File: config.mk
export PLATFORM = sky130hd
export DESIGN_NAME = memory_bank_mapper_top
export DESIGN_NICKNAME = d
export VERILOG_FILES = /design/src/design/mbm_pkg.sv /design/src/design/memory_bank_mapper_top.sv
export SDC_FILE = /design/constraint.sdc
export NUM_CORES = 1
export LEC_CHECK = 0
export BUFFER_PORTS_ARGS = -buffer_cell sky130_fd_sc_hd__buf_4
export CAP_MARGIN = 5
export CORE_MARGIN = 4
export CORE_UTILIZATION = 40
export DETAILED_ROUTE_END_ITERATION = 8
export HOLD_SLACK_MARGIN = 0.06
export SKIP_CTS_REPAIR_TIMING = 1
export SKIP_LAST_GASP = 1
export SLEW_MARGIN = 30
export SYNTH_ARGS = -nofsm -noshare
export SYNTH_HDL_FRONTEND = slang
export SYNTH_SLANG_ARGS = --single-unit
export TNS_END_PERCENT = 20
File: constraint.sdc
create_clock -name clk -period 2.9 [get_ports clk]
set_input_delay 0.725 -clock clk [delete_from_list [all_inputs] [get_ports clk]]
set_output_delay 0.725 -clock clk [all_outputs]
set_load 0.02 [all_outputs]
File: src/design/mbm_pkg.sv
// ----------------------------------------------------------------------------
// mbm_pkg
// Shared codes for the memory bank mapper: access modes, targets and
// configuration register indexes.
// ----------------------------------------------------------------------------
package mbm_pkg;

  // access modes carried in the input tuser
  typedef enum logic [1:0] {
    MODE_ACCESS = 2'd0,
    MODE_BANK   = 2'd1,
    MODE_COL80  = 2'd2,
    MODE_UNUSED = 2'd3
  } mode_t;

  // physical targets carried in the output tuser
  typedef enum logic [2:0] {
    TGT_EMPTY = 3'd0,
    TGT_ROM   = 3'd1,
    TGT_CART  = 3'd2,
    TGT_RAM   = 3'd3,
    TGT_COL80 = 3'd4
  } target_t;

  // configuration register indexes
  localparam logic [1:0] REG_RAM_KIB       = 2'd0;
  localparam logic [1:0] REG_CART_PRESENT  = 2'd1;
  localparam logic [1:0] REG_COL80_PRESENT = 2'd2;

  localparam int unsigned CfgIdxW  = 2;
  localparam int unsigned CfgDataW = 9;
  localparam int unsigned InDataW  = 32;
  localparam int unsigned OutDataW = 24;
  localparam int unsigned PhysW    = 18;

  localparam logic [8:0] RAM_KIB_RESET = 9'd64;
  localparam logic [7:0] BANK_RESET    = 8'hFF;

endpackage

File: src/design/memory_bank_mapper_top.sv
// ----------------------------------------------------------------------------
// memory_bank_mapper_top
// Decodes one CPU memory access per transfer onto empty space, system ROM,
// cartridge ROM, main RAM or the 80-column card RAM, with bank-select and
// card-enable port writes handled in line.
// ----------------------------------------------------------------------------
//  channel   direction  handshake          payload
//  s_*       in         s_tvalid/s_tready  tuser mode, tdata address/is_write/value
//  m_*       out        m_tvalid/m_tready  tuser target, tdata phys_addr/flags
//  cfg_*     in         cfg_valid/cfg_ready cfg_index, cfg_data
//
//  one item per cycle sustained while m_tready stays high: an input register
//  feeds the decode and a result register holds its outcome. the result
//  register stalls on m_tready low and the input register then fills, after
//  which s_tready drops. reset clears both valid bits and the card enable, sets
//  bank_select to 0xff and ram_kib to 64, and clears the two presence bits.
//  cfg_ready is always high.
// ----------------------------------------------------------------------------
module memory_bank_mapper_top (
  input  logic                          clk,
  input  logic                          rst,
  // slave stream
  input  logic                          s_tvalid,
  output logic                          s_tready,
  // [15:0] address, [16] is_write, [24:17] value
  input  logic [mbm_pkg::InDataW-1:0]   s_tdata,
  // [1:0] mode
  input  logic [1:0]                    s_tuser,
  // master stream
  output logic                          m_tvalid,
  input  logic                          m_tready,
  // [17:0] phys_addr, [18] write_allowed, [19] ext_io_enabled, [20] caps_led_on
  output logic [mbm_pkg::OutDataW-1:0]  m_tdata,
  // [2:0] target
  output logic [2:0]                    m_tuser,
  // configuration writes
  input  logic                          cfg_valid,
  output logic                          cfg_ready,
  input  logic [mbm_pkg::CfgIdxW-1:0]   cfg_index,
  input  logic [mbm_pkg::CfgDataW-1:0]  cfg_data
);
  import mbm_pkg::*;

  typedef enum logic [1:0] {
    SEL_INT  = 2'd0,
    SEL_CART = 2'd1,
    SEL_EXP2 = 2'd2,
    SEL_EXP3 = 2'd3
  } bank_sel_t;

  // configuration
  logic [8:0] ram_kib;
  logic       cart_present;
  logic       col80_present;

  // mapper state
  logic [7:0] bank_select, bank_select_next;
  logic       col80_ram_on, col80_ram_on_next;

  // input register
  logic        in_valid;
  mode_t       in_mode;
  logic [15:0] in_addr;
  logic        in_is_write;
  logic [7:0]  in_value;

  // result register
  logic             out_valid;
  target_t          out_target;
  logic [PhysW-1:0] out_phys;
  logic             out_wr;
  logic             out_ext_io;
  logic             out_caps;

  logic advance;

  // decode
  bank_sel_t        lo_sel, hi_sel;
  target_t          dec_target;
  logic [PhysW-1:0] dec_phys;
  logic             dec_wr;
  logic [PhysW-1:0] base_exp2, base_exp3, addr_ext;
  logic             cart_bit;

  assign cfg_ready = 1'b1;

  always_ff @(posedge clk) begin
    if (rst) begin
      ram_kib       <= RAM_KIB_RESET;
      cart_present  <= 1'b0;
      col80_present <= 1'b0;
    end else if (cfg_valid) begin
      unique case (cfg_index)
        REG_RAM_KIB:       ram_kib       <= cfg_data;
        REG_CART_PRESENT:  cart_present  <= cfg_data[0];
        REG_COL80_PRESENT: col80_present <= cfg_data[0];
        default: ;
      endcase
    end
  end

  assign advance  = in_valid && (!out_valid || m_tready);
  assign s_tready = !in_valid || advance;

  always_ff @(posedge clk) begin
    if (rst) begin
      in_valid <= 1'b0;
    end else if (s_tvalid && s_tready) begin
      in_valid <= 1'b1;
    end else if (advance) begin
      in_valid <= 1'b0;
    end
  end

  always_ff @(posedge clk) begin
    if (s_tvalid && s_tready) begin
      in_mode     <= mode_t'(s_tuser);
      in_addr     <= s_tdata[15:0];
      in_is_write <= s_tdata[16];
      in_value    <= s_tdata[24:17];
    end
  end

  // port writes take effect before the access of the same item is decoded
  always_comb begin
    bank_select_next  = bank_select;
    col80_ram_on_next = col80_ram_on;
    unique case (in_mode)
      MODE_BANK:  bank_select_next = in_value;
      MODE_COL80: if (bank_select[0]) col80_ram_on_next = in_value[0];
      default: ;
    endcase
  end

  always_ff @(posedge clk) begin
    if (rst) begin
      bank_select  <= BANK_RESET;
      col80_ram_on <= 1'b0;
    end else if (advance) begin
      bank_select  <= bank_select_next;
      col80_ram_on <= col80_ram_on_next;
    end
  end

  always_comb begin
    priority if (!bank_select_next[0]) lo_sel = SEL_CART;
    else if (!bank_select_next[1])     lo_sel = SEL_EXP2;
    else if (bank_select_next[3])      lo_sel = SEL_INT;
    else                               lo_sel = SEL_EXP3;

    priority if (!bank_select_next[2]) hi_sel = SEL_EXP2;
    else if (bank_select_next[4])      hi_sel = SEL_INT;
    else                               hi_sel = SEL_EXP3;
  end

  // expansion bank bases: ram size in bytes less 64 KiB or 128 KiB, mod 2^18
  assign base_exp2 = {ram_kib[7:0], 10'd0} - 18'h10000;
  assign base_exp3 = {ram_kib[7:0], 10'd0} - 18'h20000;
  assign addr_ext  = {2'd0, in_addr};
  assign cart_bit  = in_addr[14] ? bank_select_next[7] : bank_select_next[6];

  always_comb begin
    dec_target = TGT_EMPTY;
    dec_phys   = '0;
    dec_wr     = 1'b0;
    if (!in_addr[15]) begin
      unique case (lo_sel)
        SEL_INT: begin
          dec_target = TGT_ROM;
          dec_phys   = addr_ext;
        end
        SEL_CART: begin
          if (cart_present) begin
            dec_target = TGT_CART;
            dec_phys   = addr_ext;
          end
        end
        SEL_EXP2: begin
          if (ram_kib >= 9'd64) begin
            dec_target = TGT_RAM;
            dec_phys   = base_exp2 + addr_ext;
            dec_wr     = 1'b1;
          end
        end
        SEL_EXP3: begin
          if (ram_kib > 9'd128) begin
            dec_target = TGT_RAM;
            dec_phys   = base_exp3 + addr_ext;
            dec_wr     = 1'b1;
          end
        end
        default: ;
      endcase
    end else if (col80_present && col80_ram_on_next && (in_addr[15:12] == 4'hF)) begin
      // only the lower 2 KiB of the card window is backed
      if (!in_addr[11]) begin
        dec_target = TGT_COL80;
        dec_phys   = {7'd0, in_addr[10:0]};
        dec_wr     = 1'b1;
      end
    end else if ((lo_sel == SEL_CART) && (bank_select_next[7:6] != 2'b11)) begin
      if (cart_present && !cart_bit) begin
        dec_target = TGT_CART;
        dec_phys   = {3'd0, in_addr[14:0]};
      end
    end else begin
      unique case (hi_sel)
        SEL_INT: begin
          if (ram_kib == 9'd16) begin
            // 16 KiB machines only have ram at c000-ffff
            if (in_addr[14]) begin
              dec_target = TGT_RAM;
              dec_phys   = {4'd0, in_addr[13:0]};
              dec_wr     = 1'b1;
            end
          end else begin
            dec_target = TGT_RAM;
            dec_phys   = {3'd0, in_addr[14:0]};
            dec_wr     = 1'b1;
          end
        end
        SEL_EXP2: begin
          if (ram_kib > 9'd64) begin
            dec_target = TGT_RAM;
            dec_phys   = base_exp2 + addr_ext;
            dec_wr     = 1'b1;
          end
        end
        SEL_EXP3: begin
          if (ram_kib > 9'd128) begin
            dec_target = TGT_RAM;
            dec_phys   = base_exp3 + addr_ext;
            dec_wr     = 1'b1;
          end
        end
        default: ;
      endcase
    end
  end

  always_ff @(posedge clk) begin
    if (rst) begin
      out_valid <= 1'b0;
    end else if (advance) begin
      out_valid <= 1'b1;
    end else if (m_tready) begin
      out_valid <= 1'b0;
    end
  end

  always_ff @(posedge clk) begin
    if (advance) begin
      out_target <= dec_target;
      out_phys   <= dec_phys;
      out_wr     <= dec_wr && (in_mode == MODE_ACCESS) && in_is_write;
      out_ext_io <= bank_select_next[0];
      out_caps   <= ~bank_select_next[5];
    end
  end

  assign m_tvalid = out_valid;
  assign m_tuser  = out_target;
  assign m_tdata  = {3'd0, out_caps, out_ext_io, out_wr, out_phys};

endmodule

**Word level (Yosys, flattened, before mapping)**

Cells that the tools add are included.
Widths: inputs -> output; s select.

- Flip-flop bits (word level): 73
- Input port bits: 50
- Output and inout bits: 30
- Logic and storage cells: 108

- $add $sub $neg: 4
- Magnitude comparators: 3
- Eq/ne operators: 12
- Mux-type cells: 50
- Bitwise operators: 1
- Reductions and logical operators: 22

Operators with widths:

| kind | count |
|---|---|
| $mux 18 | 7 |
| $pmux 18 s4 | 1 |
| $pmux 18 s3 | 1 |
| $add 18x16->18 | 2 |
| $mux 15 | 2 |
| $mux 2 | 11 |
| $sub 18x17->18 const B | 1 |
| $sub 18x18->18 const B | 1 |
| $mux 1 | 16 |
| $mux 3 | 5 |
| $mux 14 | 1 |
| $eq 2x2->1 const B | 6 |
| $pmux 3 s4 | 1 |
| $mux 11 | 1 |
| $eq 9x5->1 const B | 1 |
| $ge 9x7->1 const B | 1 |
| $gt 9x7->1 const B | 1 |
| $gt 9x8->1 const B | 1 |
| $pmux 3 s3 | 1 |
| $logic_and 1x1->1 | 8 |
| $logic_not 2->1 | 4 |
| $mux 8 | 1 |
| $eq 2x1->1 const B | 3 |
| $reduce_and 2->1 | 3 |
| other kinds (8) | 12 |

**Depth between registers and ports, before layout**

Gate-level depths: netlist (run 1).

- Depth after elaboration: 12
- Depth in mapped cells: 8
- Mapped depth without buffers: 8

**Worst setup path before layout (run 1)**

No wires, ideal clock.

- Path type: in2reg
- Start: in m_tready
- End: reg bank_select[1]
- Library setup time: 64 ps
- Arrival time: 2,371 ps
- Data required time: 2,836 ps
- Setup slack: 465 ps
- Stages: 7
- Buffers on the path: 1
- Cells stage by stage: nor2b_1 nand2b_1 clkbuf_1 clkinv_1 nand2_1 nand2_1 nand3_1

- Longest elaborated chain between the ends: 2

RTL lines:

| item | line | source |
|---|---|---|
| start, declared | memory_bank_mapper_top.sv:31 | `input logic m_tready,` |
| $logic_or 1x1->1 | memory_bank_mapper_top.sv:102 | `assign advance = in_valid && (!out_valid \|\| m_tready);` |
| $logic_and 1x1->1 | memory_bank_mapper_top.sv:102 |  |
| named net advance | memory_bank_mapper_top.sv:75 | `logic advance;` |
| end signal, assigned | memory_bank_mapper_top.sv:140 | `bank_select <= bank_select_next;` |
| end, declared | memory_bank_mapper_top.sv:57 | `logic [7:0] bank_select, bank_select_next;` |

The timed path passes the listed nets, and every way through them passes these cells.
A chain may end at the register's enable or synchronous reset.

**Worst setup path after layout (run 1)**

- Start: reg in_addr[10]
- End: reg out_phys[16] (data pin)

- Longest elaborated chain between the ends: 6
- Elaborated cells on any way between the ends: 10
- Those cells by class: add/sub (2); mux (8)

RTL lines:

| item | line | source |
|---|---|---|
| start, declared | memory_bank_mapper_top.sv:63 | `logic [15:0] in_addr;` |
| start signal, assigned | memory_bank_mapper_top.sv:118 | `in_addr <= s_tdata[15:0];` |
| $add 18x16->18 (on tied branches) | n/a |  |
| $mux 18 (on tied branches) | memory_bank_mapper_top.sv:186, memory_bank_mapper_top.sv:230, memory_bank_mapper_top.sv:223 |  |
| $pmux 18 s3 | memory_bank_mapper_top.sv:207 | `unique case (hi_sel)` |
| $mux 18 | memory_bank_mapper_top.sv:201 | `end else if ((lo_sel == SEL_CART) && (bank_select_next[7:6] != 2'b11)) begin` |
| $mux 18 | memory_bank_mapper_top.sv:194 | `end else if (col80_present && col80_ram_on_next && (in_addr[15:12] == 4'hF)) begin` |
| $mux 18 (*) | memory_bank_mapper_top.sv:166 | `if (!in_addr[15]) begin` |
| named net dec_phys[16] | memory_bank_mapper_top.sv:80 | `logic [PhysW-1:0] dec_phys;` |
| end signal, assigned | memory_bank_mapper_top.sv:254 | `out_phys <= dec_phys;` |
| end, declared | memory_bank_mapper_top.sv:70 | `logic [PhysW-1:0] out_phys;` |

The timed path passes the listed nets; every way through them passes the cells marked *.

==> results of run 1 <==
==> metrics by stage <==
step	cell area [um2]	worst slack (ps)	instances	util	total power, mW
after floorplan	3617	465.2	316	-	1.474
after CTS	4449	363.2	499	0.5077	2.581
after global routing	4449	205.8	499	0.5077	2.658
final	4449	353.5	499	0.5077	2.548
after global placement	4200	417.1	483	0.4793	1.592
after detailed placement	4200	423.0	483	0.4793	1.598
==> final timing paths <==
path / from / endpoint / slack (ps) / cells after the start
worst max-delay path: in_addr[10] / out_phys[16] / 350 / 8
worst min-delay path: bank_select[4] / bank_select[4] / 480 / 2
worst max register to register: in_addr[10] / out_phys[16] / 350 / 8
worst min register to register: bank_select[4] / bank_select[4] / 480 / 2
==> sequential cells by signal, indices dropped and copies added, names as in the netlist <==
| name | count |
|---|---|
| ram_kib | 9 |
| m_tvalid | 1 |
| bank_select | 8 |
| out_wr | 1 |
| in_valid | 1 |
| out_phys | 18 |
| out_caps | 1 |
| out_ext_io | 1 |
| m_tuser | 3 |
| in_addr | 16 |
| cart_present | 1 |
| col80_present | 1 |
| in_mode | 2 |
| in_value | 8 |
| in_is_write | 1 |
| col80_ram_on | 1 |
==> layout by cell type (no fill, tap or decap), types with 2 or more instances in the layout <==
cell / netlist / final
clkbuf_8: 0 / 9
nor3_1: 3 / 3
conb_1: 2 / 4
ha_1: 6 / 6
a21oi_2: 2 / 2
buf_4: 7 / 76
mux2i_2: 2 / 2
bufinv_16: 0 / 3
clkinvlp_4: 0 / 2
inv_1: 8 / 8
o211ai_1: 10 / 10
o21ai_2: 2 / 2
a211oi_2: 2 / 2
dfxtp_1: 22 / 22
o21ai_1: 6 / 6
clkinv_1: 2 / 2
a21oi_1: 23 / 23
and2_1: 2 / 2
nand2_1: 38 / 38
mux2i_4: 2 / 2
nand3b_1: 3 / 3
o21ai_0: 8 / 8
nor2_1: 30 / 30
a221o_1: 2 / 2
a31oi_1: 4 / 4
mux2i_1: 11 / 11
nand2b_1: 4 / 4
mux2_2: 4 / 4
edfxtp_1: 51 / 51
xnor2_1: 3 / 3
nand3_1: 11 / 11
==> where the power goes <==
part           switching [mW]  total [mW]  internal [mW]
logic                   0.197       0.356          0.159
clock network           0.395       0.975          0.580
registers              0.0342        1.22           1.18
==> cell families (layout without fill, tap and decap cells) <==
| family | count (synthesis) | in the layout | synth area share |
|---|---|---|---|
| AO/OA/AOI/OAI | 75 | 75 | 0.1477 |
| multiplexers | 20 | 20 | 0.06932 |
| other | 2 | 4 | 0.002080 |
| flip-flops | 73 | 73 | 0.5463 |
| buffers and inverters | 27 | 102 | 0.04575 |
| AND/OR/NAND/NOR | 106 | 106 | 0.1529 |
| XOR/XNOR | 4 | 4 | 0.009707 |
| adder cells (fa/ha/maj) | 7 | 7 | 0.02634 |
==> tightest hold or removal path, delay by kind of cell, from the launching register on <==
kind          cells  cell delay (ps)
flops             1              320
simple gates      2              110
==> layout make-up <==
cell class,count,area (um2)
fill,793,4314
timing repair buffer,76,570.5
tap,108,135.1
sequential,73,1972
multi-input combinational,216,1485
clock inverter,7,125.1
clock buffer,9,123.9
inverter,10,37.54
==> metal layers <==
layer / track usage / vias up / share of wire / wire length (um)
met5: 0 / - / 0 / 0
met4: 0.06275 / 0 / 0.021 / 157
met3: 0.03451 / 15 / 0.054 / 410
met2: 0.2383 / 60 / 0.48 / 3654
met1: 0.1932 / 1225 / 0.44 / 3354
li1: - / 1301 / - / -
==> flow_summary.json, run 1 <==
{
  "worstSkewPairLatency_ps": 340,
  "place.gp.congestion": 0.8170,
  "fmax_mhz": 392.7,
  "critical_path.slowest_cell": "edfxtp_1",
  "portBuffers": 68,
  "post_drt_wl_per_cell_um": 15.18,
  "track_usage": 0.1487,
  "synthTopCellsByCount": "edfxtp_1 (51), nand2_1 (38), nor2_1 (30)",
  "ys_warn_count": 0,
  "crit_required_ps": 3080,
  "crit_path_max_fanout": 3,
  "ys_seq_elements": 73,
  "status": "completed",
  "cp_slowest_stage_delay_ps": 430,
  "drive_gt1_frac": 0.2992,
  "drt_iter0_drc": 75,
  "synth_top_area_cell": "edfxtp_1",
  "synthCells": 314,
  "antenna_found_initial": 0,
  "hpwl_um": 5575,
  "grt_first_pass_wirelength_um": 12050,
  "ctsHtreeMaxLevel": 3,
  "hold_slack_ps": 483.4,
  "initial_core_util": 0.4119,
  "dieHeight_um": 103.0,
  "finalCritPeriodShare": 0.8781,
  "period_needed_ps": 2546,
  "area_delta_synth_final_pct": 23.26,
  "core_area_mm2": 0.008763,
  "maxCapViolations": 0,
  "grt_overflow": 0,
  "die_area_mm2": 0.01061,
  "synth-edff-count": 51,
  "vias": 2601,
  "cts_sinks": 73,
  "path_cells": "ha_1 -> fa_1 -> a21oi_1 -> o211ai_1 -> a21oi_1 -> xnor2_1 -> mux2_2 -> o22ai_1",
  "grt_pass1_vias": 2499,
  "setup_viol": 0,
  "syn_area_mm2": 0.003610,
  "antennaDiodeCount": 0,
  "clk_pin_slew_ps": 80,
  "final.setup.tns_ps": 0,
  "maxSlewViolCount": 0,
  "routed_wl_um": 7576,
  "crit_type": "register to register",
  "ios": 80,
  "min_path_type": "register to register",
  "ys_top_cells_by_area": "edfxtp_1 (42%), dfxtp_1 (12%), nand2_1 (4.0%)",
  "synthFlopType": "edfxtp_1",
  "ir_worst_vdd_mv": 0.2708,
  "syn_area_per_cell_um2": 11.50,
  "dr.pass1.iters": 4,
  "num_rows": 34,
  "postRouteAntennaNets": 0,
  "cts-buffers-inserted": 9,
  "hold_viol": 0,
  "drc": 0,
  "p_per_area_mw_per_mm2": 572.6,
  "cts_tree": "done",
  "start_kind": "register",
  "die_w_um": 103.0,
  "end_kind": "register",
  "skew_ps": 11.60,
  "layout.nets": 443,
  "worst-path-buf-inv": 0,
  "yosysMostFrequentCell": "edfxtp_1",
  "worst_path_most_repeated_cell": "a21oi_1",
  "ys_seq_area_frac": 0.5463,
  "yosysTopAreaCellShare": 0.4243,
  "p_leak_nw": 1.768,
  "grt_max_degree": 31,
  "clockRootBuffer": "clkbuf_8",
  "critPathTopFamily": "compound AO/OA/AOI/OAI gates",
  "crit_arrival_ps": 2720,
  "cts.path.max_buffers": 2,
  "grt_setup_unrepaired": "no",
  "post_drt_via_cell_ratio": 5.212,
  "netlist-cell-type-count": 67,
  "async_flop_share": 0
}
Power figures use the tool's default switching activity.
==> run 2, diff against run 1 <==
Settings changed: ABC_AREA from default to 1, SETUP_SLACK_MARGIN from default to 0.3.
==> run 2 against run 1 <==
Effect of this change:
- maximum frequency up 21%
- combinational power up 29%
- critical path type unchanged
- synthesized cell count up 44%
- clock skew about the same
- critical endpoint is now out_phys[12]
- cell count up 32%
- sequential share of layout area down 2.3 points
- non-clock buffer count down 4
- via count up 21%
- global-route usage up 1.1 points
- wire length up 11%
==> flow_summary.json, run 2 <==
{
  "crit_type": "register to register",
  "postRouteAntennaNets": 0,
  "clockRootBuffer": "clkbuf_8",
  "antennaDiodeCount": 0,
  "path_cells": "inv_2 -> nand2_2 -> nand2_1 -> nand2_1 -> nand3_1 -> nand2_1 -> nand2_1 -> nand3_1 -> nand2_1 -> nand3_1",
  "drt_iter0_drc": 205,
  "num_rows": 35,
  "post_drt_via_cell_ratio": 4.764,
  "grt_max_degree": 27,
  "grt_overflow": 0,
  "ctsHtreeMaxLevel": 3,
  "routed_wl_um": 8417,
  "p_leak_nw": 2.241,
  "p_int_mw": 1.694,
  "hpwl_um": 6490,
  "slew_headroom": 0.6147,
  "crit_required_ps": 3000,
  "grt_pass1_vias": 3005,
  "grt_setup_unrepaired": "no",
  "core_area_mm2": 0.009328,
  "async_flop_share": 0,
  "ys_top_cells_by_area": "edfxtp_1 (40%), dfxtp_1 (11%), nand2_1 (11%)",
  "ys_warn_count": 0,
  "maxSlewViolCount": 0,
  "die_w_um": 106.4,
  "reg_top3": "out_phys (18), in_addr (16), ram_kib (9)",
  "final.setup.tns_ps": 0,
  "worstSkewPairLatency_ps": 370,
  "vias": 3135,
  "netlist-cell-type-count": 40,
  "maxCapViolations": 0,
  "ys_seq_elements": 73,
  "track_usage": 0.1597,
  "die_area_mm2": 0.01133,
  "cts_sinks": 73,
  "finalCritPeriodShare": 0.7277,
  "synthCells": 453,
  "crit_path_max_fanout": 13,
  "status": "completed",
  "clk_pin_slew_ps": 80,
  "setup_ws_ps": 789.6,
  "critical_path.slowest_cell": "edfxtp_1",
  "synthFlopType": "edfxtp_1",
  "syn_area_per_cell_um2": 8.554,
  "comb_power_share": 0.189,
  "synth_top_area_cell": "edfxtp_1",
  "min_path_type": "register to register",
  "clkPwrFrac": 0.308,
  "largest_reg_flops": 18,
  "dr.pass1.iters": 5,
  "layout_commonest_cell": "nand2_1",
  "crit_arrival_ps": 2210,
  "netSwitchingFraction": 0.3065,
  "n_fill_cell": 870,
  "worstMarginPinSlew_ps": 577.2,
  "synth-edff-count": 51,
  "cts_tree": "done",
  "syn_area_mm2": 0.003875,
  "yosysMostFrequentCell": "nand2_1",
  "ios": 80,
  "top_register": "out_phys",
  "finalInstanceArea_mm2": 0.004693,
  "seqPwrFrac": 0.503,
  "setup_viol": 0,
  "grt_first_pass_wirelength_um": 14270,
  "p_per_area_mw_per_mm2": 520.6,
  "power.switching_mw": 0.7490,
  "portBuffers": 68,
  "antenna_found_initial": 0,
  "end_kind": "register",
  "cts.path.max_buffers": 2,
  "ys_seq_area_frac": 0.5089,
  "synthTopCellsByCount": "nand2_1 (112), inv_1 (58), nand3_1 (56)",
  "fmax_mhz": 473.9,
  "cts-buffers-inserted": 9,
  "worst_path_most_repeated_cell": "nand2_1",
  "cp_slowest_stage_delay_ps": 440,
  "initial_core_util": 0.4154,
  "drive_gt1_frac": 0.2457,
  "ir_worst_vdd_mv": 0.3202,
  "drc": 0,
  "skew_ps": 11.88,
  "post_drt_wl_per_cell_um": 12.79,
  "place_area_mm2": 0.004509,
  "yosysTopAreaCellShare": 0.3952,
  "hold_viol": 0,
  "layout.nets": 581,
  "area_delta_synth_final_pct": 21.12,
  "start_kind": "register",
  "pre_cts_ws_ps": 794.3,
  "period_needed_ps": 2110,
  "dieHeight_um": 106.4,
  "place.gp.congestion": 0.8560,
  "fin_util": 0.5032,
  "mostFrequentLayoutCells": "nand2_1 (112), buf_4 (71), inv_1 (58)"
}
[run 2: cell count changes after synthesis, moves of 9 or more]
cell,before,now
mux2i_1,11,1
nor2_2,0,12
o211ai_1,10,1
inv_1,8,58
nand3_1,11,56
nand2_1,38,112
nand2_2,0,11
[run 2: metrics by stage]
stage / hold slack, ps / power, mW / instances
CTS: 451.1 / 2.473 / 658
floorplan: 423.7 / 1.565 / 455
finish: 447.8 / 2.443 / 658
global route: 490.2 / 2.584 / 658
detailed placement: 438.3 / 1.717 / 642
global placement: 442.9 / 1.707 / 642
[run 2: final cells by class]
class / instances / area (um2) / area share
clock buffer: 9 / 123.9 / 0.02639
clock inverter: 7 / 60.06 / 0.01280
inverter: 62 / 232.7 / 0.04959
multi-input combinational: 306 / 1590 / 0.3388
sequential: 73 / 1972 / 0.4202
tap: 129 / 161.4 / 0.03439
timing repair buffer: 72 / 553.0 / 0.1178
[run 2: path summary, 6_finish.rpt]
| path | start | endpoint | slack (ps) | depth (start not counted) |
|---|---|---|---|---|
| hold reg to reg | col80_present | col80_present | 450 | 2 |
| setup reg to reg | in_mode[1] | out_phys[12] | 790 | 10 |
| hold / removal | col80_present | col80_present | 450 | 2 |
| setup / recovery | in_mode[1] | out_phys[12] | 790 | 10 |
[run 2: power groups by stage]
stage                     logic (mW)  clock network, mW  registers (mW)
after global routing           0.522              0.824            1.24
after global placement         0.454                  0            1.25
after detailed placement       0.462                  0            1.26
after CTS                      0.463              0.779            1.23
final                          0.461              0.752            1.23
after floorplan                0.296                  0            1.27
[run 2: cells by family after synthesis]
group | share of synthesized area
compound gates | 0.06911
other cells | 0.001938
mux | 0.002583
buf+inv | 0.08266
fa+ha+maj | 0.02454
xor+xnor | 0.004521
flops | 0.5089
simple gates | 0.3058
[run 2: worst max-delay path, delay by kind of cell, from the launching register on]
kind	cells	cell delay, ps
flip-flops	1	440
buffers and inverters	1	140
AND/OR/NAND/NOR	9	1260
[run 2: routing by layer]
layer | up-vias | global-route usage | part of all wire
met1 | 1421 | 0.2047 | 0.44
li1 | 1622 | - | -
met3 | 11 | 0.04311 | 0.054
met2 | 81 | 0.2606 | 0.49
met4 | 0 | 0.05571 | 0.013
met5 | - | 0 | 0
==> run 3, diff against run 2 <==
Clock period 2.9 ns to 1.8 ns, I/O delays scaled along.
==> run 3 against run 2 <==
Effect of this change:
- the flow now finishes with violations (setup timing)
- critical endpoint is now out_phys[14]
- wire length increased by 6.2%
- highest routed layer unchanged
- critical path depth is the same
- global-route usage up 0.43 points
- critical path type unchanged
==> flow_summary.json, run 3 (synthesis results as in run 2) <==
{
  "clkPwrFrac": 0.280,
  "crit_arrival_ps": 1980,
  "postRouteAntennaNets": 0,
  "setup_viol": 13,
  "clockRootBuffer": "clkbuf_8",
  "hpwl_um": 6960,
  "cts.path.max_buffers": 2,
  "p_per_area_mw_per_mm2": 775.2,
  "power.switching_mw": 1.193,
  "p_total_mw": 3.991,
  "n_fill_cell": 877,
  "end_kind": "register",
  "layout_commonest_cell": "buf_4",
  "clk_pin_slew_ps": 80,
  "cts_tree": "done",
  "final.setup.tns_ps": -310.0,
  "grt_overflow": 0,
  "layout.nets": 623,
  "comb_power_share": 0.225,
  "ctsHtreeMaxLevel": 3,
  "grt_first_pass_wirelength_um": 15010,
  "reg_top3": "out_phys (18), in_addr (16), ram_kib (9)",
  "drt_iter0_drc": 172,
  "drc": 0,
  "ir_worst_vdd_mv": 0.4092,
  "vias": 3286,
  "min_path_type": "input pin to register",
  "seqPwrFrac": 0.495,
  "portBuffers": 68,
  "post_drt_wl_per_cell_um": 12.77,
  "initial_core_util": 0.4154,
  "area_delta_synth_final_pct": 32.87,
  "p_leak_nw": 2.449,
  "routed_wl_um": 8942,
  "crit_type": "register to register",
  "place.gp.congestion": 0.8450,
  "die_w_um": 106.4,
  "status": "finished, violations left",
  "netSwitchingFraction": 0.2990,
  "hold_viol": 0,
  "maxSlewViolCount": 0,
  "skew_ps": 9.252,
  "dp.cells": 683,
  "period_needed_ps": 1888,
  "crit_required_ps": 1890,
  "grt_max_degree": 28,
  "worstSkewPairLatency_ps": 340,
  "start_kind": "register",
  "post_drt_via_cell_ratio": 4.694,
  "violations": "setup timing",
  "p_int_mw": 2.798,
  "antennaDiodeCount": 0,
  "largest_reg_flops": 18,
  "multi_input_area_mm2": 0.001749,
  "cts-buffers-inserted": 9,
  "core_area_mm2": 0.009328,
  "setup_ws_ps": -87.61,
  "track_usage": 0.1640,
  "finalCritPeriodShare": 1.049,
  "cts_sinks": 73,
  "top_register": "out_phys",
  "ios": 80,
  "maxCapViolations": 0,
  "hold_slack_ps": 278.7,
  "fin_cells": 700,
  "dieHeight_um": 106.4,
  "mostFrequentLayoutCells": "buf_4 (112), nand2_1 (104), inv_1 (56)",
  "drive_gt1_frac": 0.3485,
  "grt_setup_unrepaired": "yes",
  "regArea_mm2": 0.001972,
  "antenna_found_initial": 0,
  "pre_cts_ws_ps": -68.49,
  "grt_pass1_vias": 3178,
  "dr.pass1.iters": 4,
  "fmax_mhz": 529.8,
  "crit_path_max_fanout": 3,
  "num_rows": 35,
  "die_area_mm2": 0.01133
}
-- run 3: changes by cell type in the layout (fill, tap and decap cells not counted), moves of 3 or more --
| cell | change |
|---|---|
| buf_4 | +41 |
| nand2_1 | -8 |
| nand3_1 | -8 |
| nand2_2 | +6 |
| nand3_2 | +6 |
| ha_1 | -5 |
| ha_4 | +3 |
| nor2_1 | -3 |
| nor2_2 | +3 |
-- run 3: per-layer routing --
layer | track usage | part of all wire | vias to the layer above
met5 | 0 | 0 | -
met2 | 0.2688 | 0.49 | 66
met4 | 0.03653 | 0.0064 | 0
met1 | 0.2234 | 0.46 | 1510
li1 | - | - | 1705
met3 | 0.03582 | 0.043 | 5
-- run 3: power by group through the flow --
stage                     registers, mW  clock network [mW]  logic (mW)
after floorplan                    2.05                   0       0.492
after global placement             2.01                   0       0.852
after detailed placement           2.01                   0       0.867
after CTS                          1.98                1.16       0.870
after global routing               1.99                1.25       0.998
final                              1.98                1.12       0.898
-- run 3: path summary, 6_finish.rpt --
kind	cells after the start	startpoint	end	slack [ps]
max	10	in_addr[10]	out_phys[14]	-90
min	1	s_tdata[0]	in_addr[0]	280
max reg2reg	10	in_addr[10]	out_phys[14]	-90
min reg2reg	2	bank_select[6]	bank_select[6]	470
-- run 3: stage by stage --
step / util / area (um2)
final: 0.5520 / 5149
after global routing: 0.5520 / 5149
after CTS: 0.5431 / 5066
after detailed placement: 0.5250 / 4897
after global placement: 0.5250 / 4897
after floorplan: - / 3963
-- run 3: critical path, stage by stage (launching register included) --
cell	delay (ps)
edfxtp_1	430
ha_2	230
fa_2	400
nand3_2	80
nand3b_1	80
nand2_1	90
inv_2	60
nand3_2	60
nand3_2	80
nand2_2	70
nand3_2	60
-- run 3: area by class of cell --
type,count,area share
sequential,73,0.3830
multi-input combinational,307,0.3397
timing repair buffer,113,0.1672
inverter,62,0.04593
tap,129,0.03135
clock buffer,9,0.02406
clock inverter,7,0.008748
